--- config.mk ---
export PLATFORM = sky130hd
export DESIGN_NAME = integer_text_parser_flat
export DESIGN_NICKNAME = d
export VERILOG_FILES = /design/src/itp_pkg.sv /design/src/itp_if.sv /design/src/itp_front.sv /design/src/itp_queue.sv /design/src/itp_back.sv /design/src/integer_text_parser.sv /design/src/flat_wrapper.sv
export SDC_FILE = /design/constraint.sdc
export NUM_CORES = 2
export LEC_CHECK = 0
export BUFFER_PORTS_ARGS = -buffer_cell sky130_fd_sc_hd__buf_2
export CAP_MARGIN = 20
export CORE_MARGIN = 5
export CORE_UTILIZATION = 57
export CTS_CLUSTER_DIAMETER = 100
export DETAILED_ROUTE_END_ITERATION = 10
export PLACE_DENSITY = 0.82
export SLEW_MARGIN = 10
export SYNTH_ARGS = -nofsm -noshare
export SYNTH_HDL_FRONTEND = slang
export SYNTH_SLANG_ARGS = --single-unit
--- constraint.sdc ---
create_clock -name clk -period 7.5 [get_ports clk]
set_clock_uncertainty 0.05 [all_clocks]
set_input_delay 1.125 -clock clk [delete_from_list [all_inputs] [get_ports clk]]
set_output_delay 1.125 -clock clk [all_outputs]
set_load 0.01 [all_outputs]
--- src/itp_pkg.sv ---
// Shared constants and the queue entry type for the integer text parser.
`timescale 1ns / 1ps
`default_nettype none

package itp_pkg;

	// Length cap of the offset counter and width of the C long type.
	localparam int MAX_LEN   = 4095;
	localparam int LONG_BITS = 64;
	localparam int CNT_W     = 12;
	localparam int COUNT_CAP = (MAX_LEN < 4095) ? MAX_LEN : 4095;

	// Queue between front and back.
	localparam int QUEUE_DEPTH = 4;
	localparam int QUEUE_AW    = 2;

	// Configuration register indexes.
	localparam logic REG_NUMBER_BASE = 1'b0;
	localparam logic REG_RESULT_KIND = 1'b1;

	// Saturation limits.
	localparam logic [63:0] UMAX_64   = {64{1'b1}};
	localparam logic [63:0] LMAX_64   = {1'b0, {63{1'b1}}};
	localparam logic [63:0] UMAX_LONG = UMAX_64 >> (64 - LONG_BITS);
	localparam logic [63:0] LMAX_LONG = UMAX_LONG >> 1;

	// Operation codes carried through the queue.
	localparam logic [1:0] OP_ACC     = 2'd0;
	localparam logic [1:0] OP_EMIT    = 2'd1;
	localparam logic [1:0] OP_BADBASE = 2'd2;

	typedef struct packed {
		logic [1:0]       code;
		logic [5:0]       digit;
		logic [5:0]       radix;
		logic             first;
		logic             neg;
		logic             seen;
		logic             has_acc;
		logic [CNT_W-1:0] count;
	} itp_op_t;

endpackage

`default_nettype wire

--- src/itp_if.sv ---
// Channel interfaces: character input and parse result output.
`timescale 1ns / 1ps
`default_nettype none

interface itp_char_if;
	logic       valid;
	logic       ready;
	logic [7:0] char_code;
	logic       first_char;

	modport source (output valid, output char_code, output first_char, input ready);
	modport sink   (input valid, input char_code, input first_char, output ready);
endinterface

interface itp_result_if;
	logic        valid;
	logic        ready;
	logic [63:0] parsed_value;
	logic [11:0] end_offset;
	logic        range_error;
	logic        base_error;

	modport source (output valid, output parsed_value, output end_offset,
		output range_error, output base_error, input ready);
	modport sink   (input valid, input parsed_value, input end_offset,
		input range_error, input base_error, output ready);
endinterface

`default_nettype wire

--- src/itp_front.sv ---
// Front end: classifies characters, tracks the parse phase and issues queue operations.
`timescale 1ns / 1ps
`default_nettype none

module itp_front (
	input  wire logic            clk,
	input  wire logic            arst_n,
	input  wire logic            accept,
	input  wire logic [7:0]      char_code,
	input  wire logic            first_char,
	input  wire logic [5:0]      number_base,
	output logic                 push,
	output itp_pkg::itp_op_t     push_op
);
	import itp_pkg::*;

	localparam logic [2:0] PH_IDLE   = 3'd0;
	localparam logic [2:0] PH_SPACE  = 3'd1;
	localparam logic [2:0] PH_SIGNED = 3'd2;
	localparam logic [2:0] PH_ZERO   = 3'd3;
	localparam logic [2:0] PH_DIGITS = 3'd4;

	logic [2:0]       phase_q, phase_cur, phase_n;
	logic             neg_q, neg_cur, neg_n;
	logic             seen_q, seen_cur, seen_n;
	logic             acc_q, acc_cur, acc_n;
	logic [5:0]       radix_q, radix_cur, radix_n;
	logic [CNT_W-1:0] cnt_q, cnt_cur, cnt_n, cnt_inc;

	logic       is_space, is_sign, is_zero, is_x, bad_base;
	logic       dig_ok;
	logic [5:0] dig_val;
	logic       go_body, go_digit, seen_step;
	logic [5:0] step_radix;
	logic       push_c;
	itp_op_t    op_c;

	always_comb begin
		dig_ok  = 1'b1;
		dig_val = 6'd0;
		if (char_code >= "0" && char_code <= "9") begin
			dig_val = 6'(char_code - "0");
		end else if (char_code >= "a" && char_code <= "z") begin
			dig_val = 6'(char_code - "a") + 6'd10;
		end else if (char_code >= "A" && char_code <= "Z") begin
			dig_val = 6'(char_code - "A") + 6'd10;
		end else begin
			dig_ok = 1'b0;
		end
	end

	assign is_space = (char_code >= 8'd9 && char_code <= 8'd13) || char_code == " ";
	assign is_sign  = char_code == "+" || char_code == "-";
	assign is_zero  = char_code == "0";
	assign is_x     = char_code == "x" || char_code == "X";
	assign bad_base = number_base == 6'd1 || number_base > 6'd36;

	always_comb begin
		// A first character restarts the string before it is classified.
		phase_cur = first_char ? PH_SPACE : phase_q;
		neg_cur   = first_char ? 1'b0 : neg_q;
		seen_cur  = first_char ? 1'b0 : seen_q;
		acc_cur   = first_char ? 1'b0 : acc_q;
		radix_cur = first_char ? 6'd0 : radix_q;
		cnt_cur   = first_char ? '0 : cnt_q;
		cnt_inc   = (cnt_cur < CNT_W'(COUNT_CAP)) ? cnt_cur + 1'b1 : cnt_cur;

		phase_n    = phase_cur;
		neg_n      = neg_cur;
		seen_n     = seen_cur;
		acc_n      = acc_cur;
		radix_n    = radix_cur;
		cnt_n      = cnt_cur;
		go_body    = 1'b0;
		go_digit   = 1'b0;
		seen_step  = seen_cur;
		step_radix = radix_cur;
		push_c     = 1'b0;
		op_c       = '0;

		case (phase_cur)
			PH_SPACE: begin
				if (is_space) begin
					cnt_n = cnt_inc;
				end else if (is_sign) begin
					neg_n   = char_code == "-";
					phase_n = PH_SIGNED;
					cnt_n   = cnt_inc;
				end else begin
					go_body = 1'b1;
				end
			end
			PH_SIGNED: go_body = 1'b1;
			PH_ZERO: begin
				phase_n = PH_DIGITS;
				if (is_x) begin
					radix_n = 6'd16;
					cnt_n   = cnt_inc;
				end else begin
					step_radix = (radix_cur == 6'd0) ? 6'd8 : 6'd16;
					radix_n    = step_radix;
					seen_step  = 1'b1;
					go_digit   = 1'b1;
				end
			end
			PH_DIGITS: go_digit = 1'b1;
			default: ;
		endcase

		if (go_body) begin
			if (bad_base) begin
				push_c       = 1'b1;
				op_c.code    = OP_BADBASE;
				phase_n      = PH_IDLE;
			end else if ((number_base == 6'd0 || number_base == 6'd16) && is_zero) begin
				radix_n = number_base;
				phase_n = PH_ZERO;
				cnt_n   = cnt_inc;
			end else begin
				step_radix = (number_base == 6'd0) ? 6'd10 : number_base;
				radix_n    = step_radix;
				phase_n    = PH_DIGITS;
				go_digit   = 1'b1;
			end
		end

		if (go_digit) begin
			push_c       = 1'b1;
			op_c.neg     = neg_cur;
			op_c.seen    = seen_step;
			op_c.has_acc = acc_cur;
			op_c.count   = cnt_cur;
			op_c.radix   = step_radix;
			op_c.digit   = dig_val;
			op_c.first   = !acc_cur;
			if (!dig_ok || dig_val >= step_radix) begin
				op_c.code = OP_EMIT;
				phase_n   = PH_IDLE;
			end else begin
				op_c.code = OP_ACC;
				acc_n     = 1'b1;
				seen_n    = 1'b1;
				cnt_n     = cnt_inc;
			end
		end
	end

	always_ff @(posedge clk or negedge arst_n) begin
		if (!arst_n) begin
			phase_q <= PH_IDLE;
			neg_q   <= 1'b0;
			seen_q  <= 1'b0;
			acc_q   <= 1'b0;
			radix_q <= 6'd0;
			cnt_q   <= '0;
		end else if (accept) begin
			phase_q <= phase_n;
			neg_q   <= neg_n;
			seen_q  <= seen_n;
			acc_q   <= acc_n;
			radix_q <= radix_n;
			cnt_q   <= cnt_n;
		end
	end

	assign push    = accept && push_c;
	assign push_op = op_c;

endmodule

`default_nettype wire

--- src/itp_queue.sv ---
// Short operation queue between the front and back ends.
`timescale 1ns / 1ps
`default_nettype none

module itp_queue (
	input  wire logic             clk,
	input  wire logic             arst_n,
	input  wire logic             push,
	input  wire itp_pkg::itp_op_t push_op,
	output logic                  full,
	input  wire logic             pop,
	output logic                  pop_valid,
	output itp_pkg::itp_op_t      pop_op
);
	import itp_pkg::*;

	itp_op_t               entry_q [QUEUE_DEPTH];
	logic [QUEUE_AW-1:0]   wr_ptr_q, rd_ptr_q;
	logic [QUEUE_AW:0]     cnt_q;
	logic                  do_pop;

	assign full      = cnt_q == (QUEUE_AW + 1)'(QUEUE_DEPTH);
	assign pop_valid = cnt_q != '0;
	assign pop_op    = entry_q[rd_ptr_q];
	assign do_pop    = pop && pop_valid;

	always_ff @(posedge clk) begin
		if (push) begin
			entry_q[wr_ptr_q] <= push_op;
		end
	end

	always_ff @(posedge clk or negedge arst_n) begin
		if (!arst_n) begin
			wr_ptr_q <= '0;
			rd_ptr_q <= '0;
			cnt_q    <= '0;
		end else begin
			if (push) begin
				wr_ptr_q <= wr_ptr_q + 1'b1;
			end
			if (do_pop) begin
				rd_ptr_q <= rd_ptr_q + 1'b1;
			end
			if (push && !do_pop) begin
				cnt_q <= cnt_q + 1'b1;
			end else if (!push && do_pop) begin
				cnt_q <= cnt_q - 1'b1;
			end
		end
	end

	a_no_push_full: assert property (@(posedge clk) disable iff (!arst_n)
		push |-> !full)
		else $error("queue written while full");

	a_count_bound: assert property (@(posedge clk) disable iff (!arst_n)
		cnt_q <= (QUEUE_AW + 1)'(QUEUE_DEPTH))
		else $error("queue count beyond depth");

endmodule

`default_nettype wire

--- src/itp_back.sv ---
// Back end: digit accumulation with overflow tracking, saturation and the result register.
`timescale 1ns / 1ps
`default_nettype none

module itp_back (
	input  wire logic             clk,
	input  wire logic             arst_n,
	input  wire logic [1:0]       result_kind,
	input  wire logic             op_valid,
	input  wire itp_pkg::itp_op_t op,
	output logic                  op_pop,
	itp_result_if.source          result_out
);
	import itp_pkg::*;

	logic [63:0] acc_q;
	logic        ovf_q;
	logic        out_valid_q;
	logic [63:0] value_q;
	logic [11:0] offset_q;
	logic        range_q;
	logic        base_q;

	logic [63:0] acc_base;
	logic        ovf_base;
	logic [69:0] prod;
	logic [63:0] mag, neg_mag, signed_mag, lmax, lim, umax, value_c;
	logic        ovf, range_c;
	logic        is_result;

	assign is_result = op.code != OP_ACC;
	assign op_pop    = op_valid && (!is_result || !out_valid_q || result_out.ready);

	// Multiply-add in 70 bits; any carry above bit 63 is an overflow.
	always_comb begin
		acc_base = op.first ? 64'd0 : acc_q;
		ovf_base = op.first ? 1'b0 : ovf_q;
		prod     = 70'(acc_base) * 70'(op.radix) + 70'(op.digit);
	end

	always_comb begin
		mag        = op.has_acc ? acc_q : 64'd0;
		ovf        = op.has_acc && ovf_q;
		neg_mag    = 64'd0 - mag;
		signed_mag = op.neg ? neg_mag : mag;
		lmax       = result_kind[1] ? LMAX_LONG : LMAX_64;
		umax       = result_kind[1] ? UMAX_LONG : UMAX_64;
		lim        = op.neg ? lmax + 64'd1 : lmax;
		if (result_kind[0]) begin
			range_c = ovf || mag > lim;
			value_c = range_c ? (op.neg ? ~lmax : lmax) : signed_mag;
		end else begin
			range_c = ovf || mag > umax;
			value_c = range_c ? umax : (signed_mag & umax);
		end
	end

	always_ff @(posedge clk or negedge arst_n) begin
		if (!arst_n) begin
			acc_q       <= 64'd0;
			ovf_q       <= 1'b0;
			out_valid_q <= 1'b0;
		end else begin
			if (op_pop && !is_result) begin
				if (ovf_base || prod[69:64] != 6'd0) begin
					acc_q <= UMAX_64;
					ovf_q <= 1'b1;
				end else begin
					acc_q <= prod[63:0];
					ovf_q <= 1'b0;
				end
			end
			if (op_pop && is_result) begin
				out_valid_q <= 1'b1;
			end else if (result_out.ready) begin
				out_valid_q <= 1'b0;
			end
		end
	end

	always_ff @(posedge clk) begin
		if (op_pop && is_result) begin
			case (op.code)
				OP_EMIT: begin
					value_q  <= value_c;
					offset_q <= op.seen ? op.count : 12'd0;
					range_q  <= range_c;
					base_q   <= 1'b0;
				end
				default: begin
					value_q  <= 64'd0;
					offset_q <= 12'd0;
					range_q  <= 1'b0;
					base_q   <= 1'b1;
				end
			endcase
		end
	end

	assign result_out.valid        = out_valid_q;
	assign result_out.parsed_value = value_q;
	assign result_out.end_offset   = offset_q;
	assign result_out.range_error  = range_q;
	assign result_out.base_error   = base_q;

	a_ovf_sticks_ones: assert property (@(posedge clk) disable iff (!arst_n)
		ovf_q |-> acc_q == UMAX_64)
		else $error("overflow set but accumulator not saturated");

	a_bad_base_beat: assert property (@(posedge clk) disable iff (!arst_n)
		(out_valid_q && base_q) |-> (value_q == 64'd0 && offset_q == 12'd0 && !range_q))
		else $error("bad-base beat carries a value");

endmodule

`default_nettype wire

--- src/integer_text_parser.sv ---
// Top level of the streaming string-to-integer parser with its register port.
//
//  channel     dir  handshake      beat contents
//  char_in     in   valid/ready    char_code[7:0], first_char
//  result_out  out  valid/ready    parsed_value[63:0], end_offset[11:0], range_error, base_error
//  apb         in   psel/penable   number_base at 0x0, result_kind at 0x4
//
// One character beat is taken every cycle while the operation queue is not full; the 64x6
// multiply-add in the back end sets that rate. A result passes through the operation
// queue and then the result register after the character that ends it is taken.
// char_in.ready drops only when the four-entry operation queue is full, which happens
// only while a finished result waits on result_out.ready.
// Reset is asynchronous and immediate; there is no clearing pass.
`timescale 1ns / 1ps
`default_nettype none

module integer_text_parser (
	input  wire logic        clk,
	input  wire logic        arst_n,
	itp_char_if.sink         char_in,
	itp_result_if.source     result_out,
	input  wire logic        psel,
	input  wire logic        penable,
	input  wire logic        pwrite,
	input  wire logic [2:0]  paddr,
	input  wire logic [31:0] pwdata,
	output logic [31:0]      prdata,
	output logic             pready
);
	import itp_pkg::*;

	logic [5:0] number_base_q;
	logic [1:0] result_kind_q;
	logic       reg_write;

	logic       full, push, pop, pop_valid, accept;
	itp_op_t    push_op, pop_op;

	assign pready    = 1'b1;
	assign reg_write = psel && penable && pwrite;

	always_ff @(posedge clk or negedge arst_n) begin
		if (!arst_n) begin
			number_base_q <= 6'd10;
			result_kind_q <= 2'd1;
		end else if (reg_write) begin
			case (paddr[2])
				REG_NUMBER_BASE: number_base_q <= pwdata[5:0];
				REG_RESULT_KIND: result_kind_q <= pwdata[1:0];
				default: ;
			endcase
		end
	end

	assign prdata = (paddr[2] == REG_RESULT_KIND) ? {30'd0, result_kind_q}
		: {26'd0, number_base_q};

	assign char_in.ready = !full;
	assign accept        = char_in.valid && !full;

	itp_front u_front (
		.clk         (clk),
		.arst_n      (arst_n),
		.accept      (accept),
		.char_code   (char_in.char_code),
		.first_char  (char_in.first_char),
		.number_base (number_base_q),
		.push        (push),
		.push_op     (push_op)
	);

	itp_queue u_queue (
		.clk       (clk),
		.arst_n    (arst_n),
		.push      (push),
		.push_op   (push_op),
		.full      (full),
		.pop       (pop),
		.pop_valid (pop_valid),
		.pop_op    (pop_op)
	);

	itp_back u_back (
		.clk         (clk),
		.arst_n      (arst_n),
		.result_kind (result_kind_q),
		.op_valid    (pop_valid),
		.op          (pop_op),
		.op_pop      (pop),
		.result_out  (result_out)
	);

endmodule

`default_nettype wire

--- src/flat_wrapper.sv ---
// flat-port wrapper written by rule: the top's interface ports become plain ports
module integer_text_parser_flat import itp_pkg::*;
  (clk, arst_n, psel, penable, pwrite, paddr, pwdata, prdata, pready, char_in_valid, char_in_char_code, char_in_first_char, char_in_ready, result_out_valid, result_out_parsed_value, result_out_end_offset, result_out_range_error, result_out_base_error, result_out_ready);
  itp_char_if char_in_i ();
  itp_result_if result_out_i ();
  input  wire logic clk;
  input  wire logic arst_n;
  input  wire logic psel;
  input  wire logic penable;
  input  wire logic pwrite;
  input  wire logic [2:0] paddr;
  input  wire logic [31:0] pwdata;
  output logic [31:0] prdata;
  output logic pready;
  input wire logic [$bits(char_in_i.valid)-1:0] char_in_valid;
  input wire logic [$bits(char_in_i.char_code)-1:0] char_in_char_code;
  input wire logic [$bits(char_in_i.first_char)-1:0] char_in_first_char;
  output wire logic [$bits(char_in_i.ready)-1:0] char_in_ready;
  output wire logic [$bits(result_out_i.valid)-1:0] result_out_valid;
  output wire logic [$bits(result_out_i.parsed_value)-1:0] result_out_parsed_value;
  output wire logic [$bits(result_out_i.end_offset)-1:0] result_out_end_offset;
  output wire logic [$bits(result_out_i.range_error)-1:0] result_out_range_error;
  output wire logic [$bits(result_out_i.base_error)-1:0] result_out_base_error;
  input wire logic [$bits(result_out_i.ready)-1:0] result_out_ready;
  assign char_in_i.valid = char_in_valid;
  assign char_in_i.char_code = char_in_char_code;
  assign char_in_i.first_char = char_in_first_char;
  assign char_in_ready = char_in_i.ready;
  assign result_out_valid = result_out_i.valid;
  assign result_out_parsed_value = result_out_i.parsed_value;
  assign result_out_end_offset = result_out_i.end_offset;
  assign result_out_range_error = result_out_i.range_error;
  assign result_out_base_error = result_out_i.base_error;
  assign result_out_i.ready = result_out_ready;
  integer_text_parser u_core (.clk(clk), .arst_n(arst_n), .char_in(char_in_i), .result_out(result_out_i), .psel(psel), .penable(penable), .pwrite(pwrite), .paddr(paddr), .pwdata(pwdata), .prdata(prdata), .pready(pready));
endmodule
* Yosys cells after proc, flatten, opt, wreduce, memory -nomap -nowiden
Memories as Yosys holds them, arrays and structs flattened. Cells that the tools add are included.
Storage, ports and cells: output and inout bits 113, memories kept 1, bits in latches 0, word-level logic and storage cells 189, ROM bits 0, input port bits 51, bits in writable memories 120, flip-flop bits (word level) 183
Memory list:
- u_core.u_queue.entry_q | words 4, bits a word 30, read ports 1, clocked after memory_dff 0, write ports 1, line itp_queue.sv:17 | itp_op_t entry_q [QUEUE_DEPTH];
Operators by class: shift operators 0, multiply operators 1, $lt $le $gt $ge 13, div/mod/pow operators 0, equality and inequality tests 14, add/sub/neg operators 12, reductions and logical operators 44, muxes and demuxes 85, bitwise gates (word level) 1
Operators by type and width (number):
- $mux 64 | 8
- $mux 12 | 10
- $mux 6 | 15
- $add 70x6->70 | 1
- $mul 64x6->70 | 1
- $gt 64x64->1 | 1
- $gt 64x64->1 const B | 1
- $sub 1x64->64 const A | 1
- $mux 1 | 33
- $eq 8x6->1 const B | 4
- $mux 3 | 10
- $mux 30 | 1
- $pmux 12 s2 | 1
- $eq 8x7->1 const B | 2
- $ge 8x7->1 const B | 2
- $le 8x7->1 const B | 2
- $logic_and 1x1->1 | 16
- $add 12x1->12 const B | 1
- $add 6x4->6 const B | 2
- $logic_not 6->1 | 2
- $lt 12x12->1 const B | 1
- $sub 6x6->6 const B | 2
- $logic_or 1x1->1 | 11
- $mux 5 | 2
- other kinds (25) | 40

* Logic depth before layout (Yosys ltp)
depth after elaboration 13, mapped depth 28, gate-level depth less buffers 22

* Hierarchy
From an unflattened synthesis, not the netlist that was laid out.
Second synthesis, totals: cells, all modules 3025, area, all modules 30330.3 µm²
Modules (own cells, without submodules):
- itp_back | cells an instance 2427, area each 22282.6 µm², instances 1, seq. area each 3993.8 µm²
- itp_queue | cells an instance 191, area each 4765.8 µm², instances 1, seq. area each 3778.6 µm²
- itp_front | cells an instance 352, area each 2680.1 µm², instances 1, seq. area each 600.6 µm²
- integer_text_parser | cells an instance 55, area each 601.8 µm², instances 1, seq. area each 203.9 µm²

* Worst setup path before layout
Ideal clock, no wire load.
kind input to register, start input port result_out_ready, end register u_core.u_back.base_q, in the netlist u_core.u_back.result_out.base_error (enable), slack -0.069 ns, stages 2, data required time 6.824 ns, arrival 6.893 ns, setup time 0.626 ns, path through nand2b_1 > nor3b_1
Between the ends: cells in the longest elaborated chain, start to end 3
RTL lines:
- start: declaration | line flat_wrapper.sv:24 | input wire logic [$bits(result_out_i.ready)-1:0] result_out_ready;
- $logic_or 1x1->1 | line itp_back.sv:32 | assign op_pop = op_valid && (!is_result || !out_valid_q || result_out.ready);
- $logic_and 1x1->1 | line itp_back.sv:32
- $logic_and 1x1->1 | line itp_back.sv:82 | if (op_pop && is_result) begin
- end signal: assignment | line itp_back.sv:88 | base_q <= 1'b0;
- end signal: assignment | line itp_back.sv:94 | base_q <= 1'b1;
- end: declaration | line itp_back.sv:22 | logic base_q;
Every way passes these cells. A chain may end at the register's enable or synchronous reset.

* Worst setup path after layout
start register u_core.u_queue.rd_ptr_q[1], end register u_core.u_back.acc_q[35]
Between the ends: cells in the longest elaborated chain, start to end 7, elaborated cells on any way between the ends 14, classes of those cells 1 x add/sub; 1 x mul; 3 x mux; 8 x reduce/logical; 1 x memory
RTL lines:
- start: declaration | line itp_queue.sv:18 | logic [QUEUE_AW-1:0] wr_ptr_q, rd_ptr_q;
- start signal: assignment | line itp_queue.sv:43 | rd_ptr_q <= rd_ptr_q + 1'b1;
- $mem_v2 4x30 (*)
- $mux 64 / $reduce_bool 2->1 (equally long branches) | line itp_back.sv:36, itp_back.sv:31
- $mul 64x6->70 / $logic_not 1->1 (equally long branches) | line itp_back.sv:38, itp_back.sv:32, itp_back.sv:64
- $add 70x6->70 / $logic_or 1x1->1 (equally long branches) | line itp_back.sv:38, itp_back.sv:32
- $reduce_bool 6->1 / $logic_or 1x1->1 (equally long branches) | line itp_back.sv:65, itp_back.sv:32
- $logic_or 1x1->1 / $logic_and 1x1->1 (equally long branches) | line itp_back.sv:65, itp_back.sv:32
- $mux 64 / $logic_and 1x1->1 (equally long branches) | line itp_back.sv:65, itp_back.sv:64
- end signal: assignment | line itp_back.sv:69 | acc_q <= prod[63:0];
- end: declaration | line itp_back.sv:16 | logic [63:0] acc_q;
Mark *: on every way between the ends. The rest lies on a longest branch, timed or not.

==> run_results.csv <==
group,metric,value,unit
final_layout,layout.nets,3614,
timing,fin_crit_sh,94.5,%
outcome,outcome,"finished clean",
floorplan,die_h,236,um
setup_path,cp_max_fo,57,
global_route,antenna_found_initial,1,
route,firstDrtPassIters,6,
timing,finalHoldViolations,0,
worst_hold_path,hold_depth,1,
final_layout,antenna_cells,0,
clock_tree,post_cts_buffers,0,
yosys,synth_top_area_share,20.5,%
yosys,ys_seq_area_share,29.5,%
timing,max_freq,141,MHz
clock_tree,cts-htree-levels,2,
timing,slew_viol_final,0,
global_route,track_usage,27.6,%
clock_tree,clk_pin_slew,60,ps
yosys,synth_edf_count,198,
yosys,synth_top_cell_by_area,"edfxtp_1",
floorplan,ios,164,
final_layout,drive_gt1_share,9.76,%
setup_path,critPathCaptureType,"flop",
route,viasPerCell,6.27,
place,place.gp.congestion,0.989,
route,detail_route.iter0.violations,1849,
clock_tree,cts_root_buf,"clkbuf_16",
setup_path,crit_path_top_delay_cell,"fa_1",
global_route,overflow,0,
setup_path,worstSetupStartpointType,"flop",
route,wl,77.3,mm
global_route,grt_first_pass_wirelength,127,mm
yosys,yosys_register_bits,303,
route,drc,0,
setup_path,reg2reg_slack,410,ps
yosys,yosys_warnings,0,
timing,worst_pin_slew,933,ps
worst_hold_path,hold_path_class,"reg2reg",
setup_path,reg2reg_from,"u_core.u_queue.rd_ptr_q[1]",
setup_path,crit_path_frequent_cell,"fa_1",
clock_tree,cts_buffer_depth,3,
timing,fin_crit,7090,ps
place,dp_hpwl,59.0,mm
final_layout,syn2layout_area_growth,8.31,%
clock_tree,cts_hold_buffers,0,
yosys,synthFlopType,"edfxtp_1",
timing,max_slew_margin,37.8,%
route,post_drt_wl_per_cell,20.5,um
setup_path,r2r_cells,20,
clock_tree,clk_latency,570,ps
floorplan,core_area,50300,um^2
yosys,syn-instance-count,3044,
flow_run,drv_cap,0,
floorplan,rows,82,
yosys,ys_types,94,
yosys,netlist_area,29000,um^2
global_route,grt_max_degree,76,
setup_path,arrival,7470,ps
yosys,synthTopCellsByArea,"edfxtp_1 20%, fa_1 17%, ha_1 10%",
worst_hold_path,min_from,"u_core.u_front.seen_q",
final_layout,nFillCells,4040,
global_route,grt_pass1_vias,24391,
yosys,synthArstFlopShare,34.7,%
timing,setup-tns-final,0,ps
setup_path,cpPeakStageDelay,520,ps
clock_tree,clock-sinks,303,
setup_path,cp.required,7890,ps
place,portBuffers,108,
clock_tree,cts_tree,"built",
setup_path,timing.rr.end,"u_core.u_back.acc_q[35]",
setup_path,crit_type,"reg2reg",
floorplan,dieWidth,236,um
floorplan,die_area,55500,um^2
clock_tree,cts_resized,0,
floorplan,start_util,57.7,%
route,ant_nets,0,
yosys,postSynthAreaPerCell,9.54,um^2
place,placed_area,30200,um^2
final_layout,final_area,31400,um^2
worst_hold_path,min_to,"u_core.u_front.seen_q",
timing,setup-violations-final,0,
setup_path,worstPathCellList,"mux2_2 -> o21ai_4 -> buf_4 -> nand2_1 -> nor2_1 -> fa_1 -> fa_1 -> fa_1 -> ha_1 -> ha_1 -> nand4_1 -> or3_1 -> or3_1 -> or2_0 -> a21oi_1 -> o21ai_0 -> a222oi_1 -> and4_2 -> buf_12 -> a21oi_1",
route,via_count,23666,
timing,rsz0062_at_grt,"no",
clock_tree,numCtsBuffers,36,
-- cells in the final DEF, fill, tap and decap left out, drive strengths merged, types with 51 or more instances in the layout --
master	count
nor2	505
inv	101
nand2	239
and2	79
dfrtp	102
and3	80
xnor2	75
xor2	54
a21o	58
a21oi	277
o21ai	118
edfxtp	198
ha	233
nand4	51
buf	155
fa	253
-- stage by stage --
step	hold slack [ps]	utilization (%)	worst slack [ps]	cells
6_report	426	62.5	412	3776
5_1_grt	477	62.5	18.8	3776
4_1_cts	431	62.5	421	3775
3_5_place_dp	417	60.0	467	3710
3_3_place_gp	410	60.0	500	3710
2_1_floorplan	400	-	506	3069
-- sequential cells by signal, summed over array words and instances, names as in the netlist, 2 cells and up --
signal,cells
u_core.u_queue.entry_q,120
u_core.u_back.acc_q,64
u_core.u_back.result_out.parsed_value,64
u_core.u_back.result_out.end_offset,12
u_core.u_front.cnt_q,12
u_core.number_base_q,6
u_core.u_front.radix_q,6
u_core.u_front.phase_q,3
u_core.u_queue.cnt_q,3
u_core.result_kind_q,2
u_core.u_queue.rd_ptr_q,2
u_core.u_queue.wr_ptr_q,2
-- kinds of logic after synthesis --
group	after synthesis	share of synthesized area [%]
adder cells (fa/ha/maj)	486	27.5
flip-flops	303	29.5
buffers and inverters	282	4.36
AND/OR/NAND/NOR	1161	18.6
XOR/XNOR	129	3.89
other	2	0.0259
AO/OA/AOI/OAI	621	13.0
multiplexers	60	3.14
-- per-layer routing --
metal / wire, um / up-vias / track usage (%) / share of wire [%]
li1: - / 10701 / - / -
met1: 30300 / 11609 / 35.5 / 39
met3: 6240 / 236 / 5.25 / 8.1
met2: 37600 / 1120 / 46.6 / 49
met4: 3180 / 0 / 10.8 / 4.1
met5: 0 / - / 0 / 0
-- synth_stat cells (11+ instances only) --
cell and number:
o21ai_0 93, or3_1 23, a21o_1 58, a21oi_1 274
fa_1 253, nand2b_1 16, mux2_2 19, o21bai_1 18
mux2i_1 18, buf_4 29, inv_1 96, o21ai_1 24
nand4_1 51, o211ai_1 15, clkbuf_1 122, nand3_1 35
ha_1 233, dfrtp_1 102, buf_2 13, mux4_2 23
edfxtp_1 198, nand2_1 238, and3_1 80, a31oi_1 23
o31ai_1 13, xor2_1 54, and2_1 78, nor4_1 15
xnor2_1 75, nor3_1 42, buf_6 11, nor2_1 505
nor2b_1 33
-- worst max-delay path: cells and delay by family (launching register included) --
kind | cells | cell delay [ps]
AOI/OAI and AO/OA | 5 | 930
and+or+nand+nor | 7 | 2210
adders and majority gates | 5 | 2240
DFF | 1 | 390
muxes | 1 | 370
buffers and inverters | 2 | 700
-- cell type report --
type | count | area (um^2) | area share [%]
clock buffer | 44 | 941 | 2.99
multi-input combinational | 2484 | 19400 | 61.6
clock inverter | 21 | 302 | 0.959
inverter | 97 | 364 | 1.16
timing repair buffer | 155 | 1040 | 3.31
sequential | 303 | 8580 | 27.3
tap | 672 | 841 | 2.67
-- worst max path at each step --
stage                                from                 endpoint  slack [ps]  cells past startpoint
3_5_place_dp   u_core.u_queue.rd_ptr_q[1]  u_core.u_back.acc_q[12]         470                     21
5_1_grt        u_core.u_queue.rd_ptr_q[1]  u_core.u_back.acc_q[25]          20                     23
2_1_floorplan  u_core.u_queue.rd_ptr_q[1]  u_core.u_back.acc_q[63]         510                     25
6_report       u_core.u_queue.rd_ptr_q[1]  u_core.u_back.acc_q[35]         410                     20
4_1_cts        u_core.u_queue.rd_ptr_q[1]  u_core.u_back.acc_q[27]         420                     21
3_3_place_gp   u_core.u_queue.rd_ptr_q[1]  u_core.u_back.acc_q[13]         500                     21
Power is not shown: default switching activity piles up to over one toggle a cycle in this logic, so the estimate is an artifact.
